--- src/rtl/cdq_pkg.sv ---
package cdq_pkg;

    localparam int DEPTH  = 256;
    localparam int DATA_W = 32;
    localparam int SLOT_W = $clog2(DEPTH);
    localparam int CNT_W  = $clog2(DEPTH + 1);
    localparam int SH_W   = SLOT_W + 1;
    localparam int POS_W  = 16;
    localparam int KIND_W = 4;
    localparam int STAT_W = 2;
    localparam int STEP_CNT_W = $clog2(POS_W);

    localparam int IN_TDATA_W  = 64;
    localparam int IN_TUSER_W  = 8;
    localparam int OUT_TDATA_W = 48;

    localparam int OUT_DATA_LSB = 0;
    localparam int OUT_STAT_LSB = OUT_DATA_LSB + DATA_W;
    localparam int OUT_OCC_LSB  = OUT_STAT_LSB + STAT_W;
    localparam int OUT_OVER_BIT = OUT_OCC_LSB + CNT_W;
    localparam int OUT_USED_W   = OUT_OVER_BIT + 1;

    localparam int APB_AW = 3;
    localparam int APB_DW = 32;

    localparam logic [CNT_W-1:0] CAP_RESET = CNT_W'(DEPTH);

    localparam logic [KIND_W-1:0] KIND_PUSH_TOP  = 4'd0;
    localparam logic [KIND_W-1:0] KIND_PUSH_BOT  = 4'd1;
    localparam logic [KIND_W-1:0] KIND_POP_TOP   = 4'd2;
    localparam logic [KIND_W-1:0] KIND_POP_BOT   = 4'd3;
    localparam logic [KIND_W-1:0] KIND_PEEK_TOP  = 4'd4;
    localparam logic [KIND_W-1:0] KIND_PEEK_BOT  = 4'd5;
    localparam logic [KIND_W-1:0] KIND_READ      = 4'd6;
    localparam logic [KIND_W-1:0] KIND_WRITE     = 4'd7;
    localparam logic [KIND_W-1:0] KIND_ROT_DOWN  = 4'd8;
    localparam logic [KIND_W-1:0] KIND_ROT_UP    = 4'd9;
    localparam logic [KIND_W-1:0] KIND_FLUSH     = 4'd10;

    localparam logic [STAT_W-1:0] STAT_OK    = 2'd0;
    localparam logic [STAT_W-1:0] STAT_EMPTY = 2'd1;
    localparam logic [STAT_W-1:0] STAT_FULL  = 2'd2;

    localparam logic REG_CAPACITY = 1'b0;
    localparam logic REG_POLICY   = 1'b1;

    typedef struct packed {
        logic              done;
        logic [SLOT_W-1:0] rem;
    } rem_result_t;

endpackage

--- src/rtl/cdq_rem_unit.sv ---
module cdq_rem_unit (
    input  logic                        clk,
    input  logic                        rst_n,
    input  logic                        start,
    input  logic [cdq_pkg::POS_W-1:0]   dividend,
    input  logic [cdq_pkg::CNT_W-1:0]   divisor,
    output cdq_pkg::rem_result_t        result
);

    logic                                busy_reg;
    logic [cdq_pkg::STEP_CNT_W-1:0]      cnt_reg;
    logic [cdq_pkg::POS_W-1:0]           quo_reg;
    logic [cdq_pkg::SLOT_W-1:0]          rem_reg;
    logic [cdq_pkg::SH_W-1:0]            divisor_reg;
    logic [cdq_pkg::SH_W-1:0]            shifted;
    logic [cdq_pkg::SH_W-1:0]            rem_next;

    // one quotient bit per cycle, msb first
    always_comb
    begin
        shifted = {rem_reg, quo_reg[cdq_pkg::POS_W-1]};
        if (shifted >= divisor_reg)
        begin
            rem_next = shifted - divisor_reg;
        end
        else
        begin
            rem_next = shifted;
        end
    end

    always_ff @(posedge clk or negedge rst_n)
    begin
        if (!rst_n)
        begin
            busy_reg <= 1'b0;
            cnt_reg  <= '0;
        end
        else if (start)
        begin
            busy_reg <= 1'b1;
            cnt_reg  <= cdq_pkg::STEP_CNT_W'(cdq_pkg::POS_W - 1);
        end
        else if (busy_reg)
        begin
            if (cnt_reg == '0)
            begin
                busy_reg <= 1'b0;
            end
            cnt_reg <= cnt_reg - 1'b1;
        end
    end

    always_ff @(posedge clk)
    begin
        if (start)
        begin
            quo_reg     <= dividend;
            rem_reg     <= '0;
            divisor_reg <= cdq_pkg::SH_W'(divisor);
        end
        else if (busy_reg)
        begin
            quo_reg <= {quo_reg[cdq_pkg::POS_W-2:0], 1'b0};
            rem_reg <= rem_next[cdq_pkg::SLOT_W-1:0];
        end
    end

    assign result.done = busy_reg && (cnt_reg == '0);
    assign result.rem  = rem_next[cdq_pkg::SLOT_W-1:0];

endmodule

--- config.mk ---
export PLATFORM = sky130hd
export DESIGN_NAME = cdq_rem_unit
export DESIGN_NICKNAME = d
export VERILOG_FILES = /design/src/rtl/cdq_pkg.sv /design/src/rtl/cdq_rem_unit.sv
export SDC_FILE = /design/constraint.sdc
export NUM_CORES = 1
export LEC_CHECK = 0
export ABC_AREA = 1
export BUFFER_PORTS_ARGS = -buffer_cell sky130_fd_sc_hd__buf_4
export CAP_MARGIN = 20
export CORE_AREA = 3 3 66 81
export DETAILED_ROUTE_END_ITERATION = 16
export DIE_AREA = 0 0 69 84
export PLACE_DENSITY_LB_ADDON = 0.2
export RECOVER_POWER = 25
export SYNTH_ARGS = -nofsm -noshare
export SYNTH_HDL_FRONTEND = slang
export SYNTH_SLANG_ARGS = --single-unit
--- constraint.sdc ---
create_clock -name clk -period 3.9 [get_ports clk]
set_clock_uncertainty 0.2 [all_clocks]
set_input_delay 1.17 -clock clk [delete_from_list [all_inputs] [get_ports clk]]
set_output_delay 1.17 -clock clk [all_outputs]
set_load 0.02 [all_outputs]
# Word level (Yosys, flattened, before mapping)
# Index checks and enable logic that the tools add are counted.
word_totals:
  reg_bits: 38
  output_inout_bits: 9
  wordCells: 19
classes:
  addsub: 2
  order_cmp: 1
  mux: 8
  n_reduce_logical: 3
ops:
  columns: ["operator", "count"]
  rows:
  - ["two-way mux 16 bit", 2]
  - [">= comparator 9 bit", 1]
  - ["two-way mux 4 bit", 2]
  - ["two-way mux 8 bit", 1]
  - ["subtractor 8 bit", 1]
  - ["logical NOT 4 bit", 1]
  - ["subtractor 4 x 1 -> 4 bit (second input constant)", 1]
  - ["two-way mux 1 bit", 3]
  - ["nonzero test 2 bit", 1]
  - ["logical AND 1 bit", 1]

# Depth between registers and ports, before layout
logic_depth:
  ltp_word: 4
  depth_mapped: 13
  ltp_nobuf: 13

# Worst setup path after synthesis
# No wires, ideal clock.
synth_timing:
  path_kind: "register to output"
  startpoint: "register divisor_reg[8] (netlist bit)"
  endpoint: "output port result[7] (netlist bit)"
  arrival_ns: 1.484
  required_time_ns: 2.530
  slack_ns: 1.046
  path_stages_with_launch: 9
  cell_sequence: "edfxtp_1 -> inv_1 -> ha_1 -> nand2_4 -> inv_1 -> a21oi_1 -> nand4_2 -> nand2_1 -> and2_1"
synth_rtl:
  columns: ["element", "line", "source"]
  rows:
  - ["start, declared", "cdq_rem_unit.sv:14", "logic [cdq_pkg::SH_W-1:0] divisor_reg;"]
  - ["start signal, assigned", "cdq_rem_unit.sv:60", "divisor_reg <= cdq_pkg::SH_W'(divisor);"]
  - ["end, declared", "cdq_rem_unit.sv:7", "output cdq_pkg::rem_result_t result"]

==> summary by stage <==
Timing
After routing, the total negative slack on setup checks comes to 0 ns. After layout, the worst setup slack is 0.460 ns. The remaining max-slew budget at the tightest pin is 8.70%. The pin slew with the least headroom to its limit is 1.37 ns. The number of hold violations in the final report is 0. Static timing analysis puts the maximum clock frequency at 291 MHz. Setup violations remaining at the end of the flow were counted as 0. Setup repair after global routing left no endpoint under its margin. Dividing the final minimum period by the clock period gives 88.2%. Subtracting the final worst setup slack from the clock period gives 3.44 ns. The number of max-slew violations in the final report is 0.

Routing
The per-cell via count in the routed design is 4.81. After detailed routing, the total wire length is 4050 um. For this run, design rule violations remaining after detail routing come to 0. In this run the remaining antenna-violating nets after routing total 0. In this run, the number of DRC markers left after iteration 0 of detailed routing was 76. The total via count in the routed design is 1,722. Before antenna repair, the detailed router went through 4 iterations. In the final routed layout, each cell accounts on average for 11.3 um.

Logic synthesis
The biggest area consumer among synthesized cells is edfxtp_1. For this run, the number of Yosys warnings is 0. The synthesized netlist devotes 6.88% of its cell area to adder and majority cells. The synthesized netlist devotes 2.67% of its cell area to compound gates.

The portion of synthesized area spent on multiplexers is 0%. Counting instances in the post-synthesis netlist gives the leading cell types as nand2_1 (103), inv_1 (37), edfxtp_1 (25). The register area share after synthesis is 49.1%. Counting flops with a built-in enable in the synthesized netlist gives 25. The number of unique standard cell types used by synthesis is 27. After synthesis the cells add up to 2110 um2. By area, the combinational part of the netlist is dominated by simple AND/OR/NAND/NOR gates. The synthesized netlist devotes 1.24% of its cell area to XOR and XNOR gates. The dominant cell by count in the synthesized netlist is nand2_1.

The most used flip-flop cell after synthesis is edfxtp_1. After synthesis, the cell types taking the most area are edfxtp_1 (36%), nand2_1 (18%), dfxtp_1 (7.6%). Counting flops and latches in the post-synthesis netlist gives 38. In the synthesized netlist the async set-or-reset flop fraction comes to 13.2%. A synthesized cell averages 8.15 um2.

The post-synthesis cell count is 259. The fraction of synthesized cell area taken by the top area cell type is 35.6%. The net count of the mapped netlist is 298.

The synthesized netlist devotes 32.8% of its cell area to simple gates.

Critical path
Data on the critical path arrives at its endpoint at 2.07 ns. The critical path data required time is 2.53 ns. STA classifies the critical path startpoint as a register. The category of the critical setup timing path is register to output pin. The endpoint class of the critical path is an output pin. The critical-path maximum fanout is 8.

Die
The chip height is 84 um. Pin placement for this block handled 37 I/O pins. The floorplan step defined a die boundary enclosing 5800 um2. Row generation in the floorplan step produced 27 rows. The horizontal extent of the die is 69 um. The starting utilization of the core area is 45.9%.

The core area is 4590 um2.

Global routing
Global routing consumed, over all layers together, 15.4% of the routing resources. The overflow left after global routing is 0. The number of antenna violations at the first check in global routing is 0. The number of global-route vias before repair is 1,722. The largest net degree at the start of global routing is 32.

The wire length of the first global-routing pass is 7300 um.

Finish
The number of filler cells placed in the layout is 495. The area growth from synthesis to layout is 20.7%. For this run, the share of the core covered by cells in the final layout is 55.4%.

The filler-free cell count of the finished design is 358. After the last flow step, the layout net total stands at 338. The area taken by flip-flops and latches is 1040 um2. Summing all multi-input logic gate instances after layout gives 920 um2.

The antenna cell count is 0. The final instance area is 2550 um2. The register with the most flip-flops in the layout has 16 of them. Cells with a size suffix above 1 make up 19.3% of the layout.

Clocking
Post-CTS repair changed the size of 0 cells. For this design, the sink count on the clock tree is 38. The number of setup buffers added after CTS is 0. The clock slew seen by the registers of the worst setup and hold paths is 0.08 ns.

The total CTS buffers is 5. The number of H-tree levels is 2. The buffer type at the clock tree root is clkbuf_8. TritonCTS built the clock tree. The count of hold-fix buffers inserted at cts is 0. The clock passes through at most 2 buffers. At the later pin of the worst-skew pair, clock insertion delay measures 0.29 ns.

Flow run
Max-cap violations in this run came to 0.

Placement
The instance area after placement is 2440 um2. Detailed placement finished with a half-perimeter wire length of 3090 um. The number of buffers inserted by port buffering is 36.

The number of placed instances, taps included is 350. Routability-driven placement finished with a final weighted congestion of 0.855. The worst slack at placement is 0.782 ns.

Min path
The type of the tightest min-delay check is register to register.

Outcome
The flow ran to the end, and the final reports show no timing, DRC or antenna violations.

Power
Dividing total power by cell area gives a power density of 419 nW/um2. The worst supply voltage drop on vdd is 0.226 mV. The leakage power total is 0.00132 uW.
## worst paths after layout
path / from / slack [ns] / depth (start not counted) / end
max reg2reg: quo_reg[15]$_DFFE_PP_ / 1.93 / 12 / rem_reg[6]$_SDFFE_PP0P_
max: rem_reg[4]$_SDFFE_PP0P_ / 0.46 / 9 / result[2]
min: rem_reg[7]$_SDFFE_PP0P_ / 0.26 / 2 / rem_reg[7]$_SDFFE_PP0P_
max in group asynchronous: rst_n / 2.74 / 1 / cnt_reg[0]$_DFFE_PN0P_
min in group asynchronous: rst_n / 0.53 / 1 / busy_reg$_DFF_PN0_
min reg2reg: rem_reg[7]$_SDFFE_PP0P_ / 0.26 / 2 / rem_reg[7]$_SDFFE_PP0P_
## cells by family after synthesis
logic type	count (synthesis)
simple gates	156
buf+inv	41
flops	38
fa+ha+maj	11
compound gates	10
xor+xnor	3
## through the flow
| step | power (uW) | hold slack (ns) |
|---|---|---|
| 6_report | 1070 | 0.258 |
| 5_1_grt | 1130 | 0.299 |
| 4_1_cts | 1080 | 0.264 |
| 3_5_place_dp | 750 | 0.251 |
| 3_3_place_gp | 746 | 0.249 |
| 2_1_floorplan | 664 | 0.233 |
## power breakdown
group          internal, uW  switching, uW  leakage [uW]
logic                   107            150      0.000893
clock network           191            139     0.0000514
registers               466           14.9      0.000378
total                   764            303       0.00132
## cell type report
type	instances	area share, %
repair buffers	37	10.6
flip-flops and latches	38	40.7
clock buffers	6	2.85
inverters	37	5.45
well taps	58	2.85
clock inverters	2	1.47
multi-input cells	180	36.1
## metal layers
metal	part of all wire, %	track usage (%)
met3	5.0	3.73
met2	51	28.0
met4	1.1	4.26
met1	43	17.7
met5	0	0
## critical path, cell delays in order, from the launching register on
cell and delay (ns):
dfxtp_1 0.33, ha_1 0.38, nand2_1 0.12, nor2_1 0.05, nand3_1 0.10, nand2_1 0.10
nor2_4 0.22, nand3_1 0.13, and2_1 0.18, buf_4 0.15
## cells in the final DEF (no fill, tap or decap), types with 2 or more instances in the layout
cell type | netlist | routed
a21oi_1 | 5 | 5
and2_1 | 5 | 5
buf_4 | 0 | 26
clkbuf_1 | 2 | 3
clkbuf_4 | 0 | 9
clkbuf_8 | 0 | 5
dfrtp_1 | 5 | 5
dfxtp_1 | 8 | 8
edfxtp_1 | 25 | 25
ha_1 | 10 | 10
inv_1 | 37 | 37
nand2_1 | 103 | 103
nand2_2 | 8 | 8
nand3_1 | 18 | 18
nand4_1 | 2 | 2
nor2_1 | 12 | 12
nor2_2 | 2 | 2
nor2_4 | 2 | 2
o21ai_0 | 3 | 3
xor2_1 | 2 | 2
No activity file was read; power rests on OpenSTA's default activity.
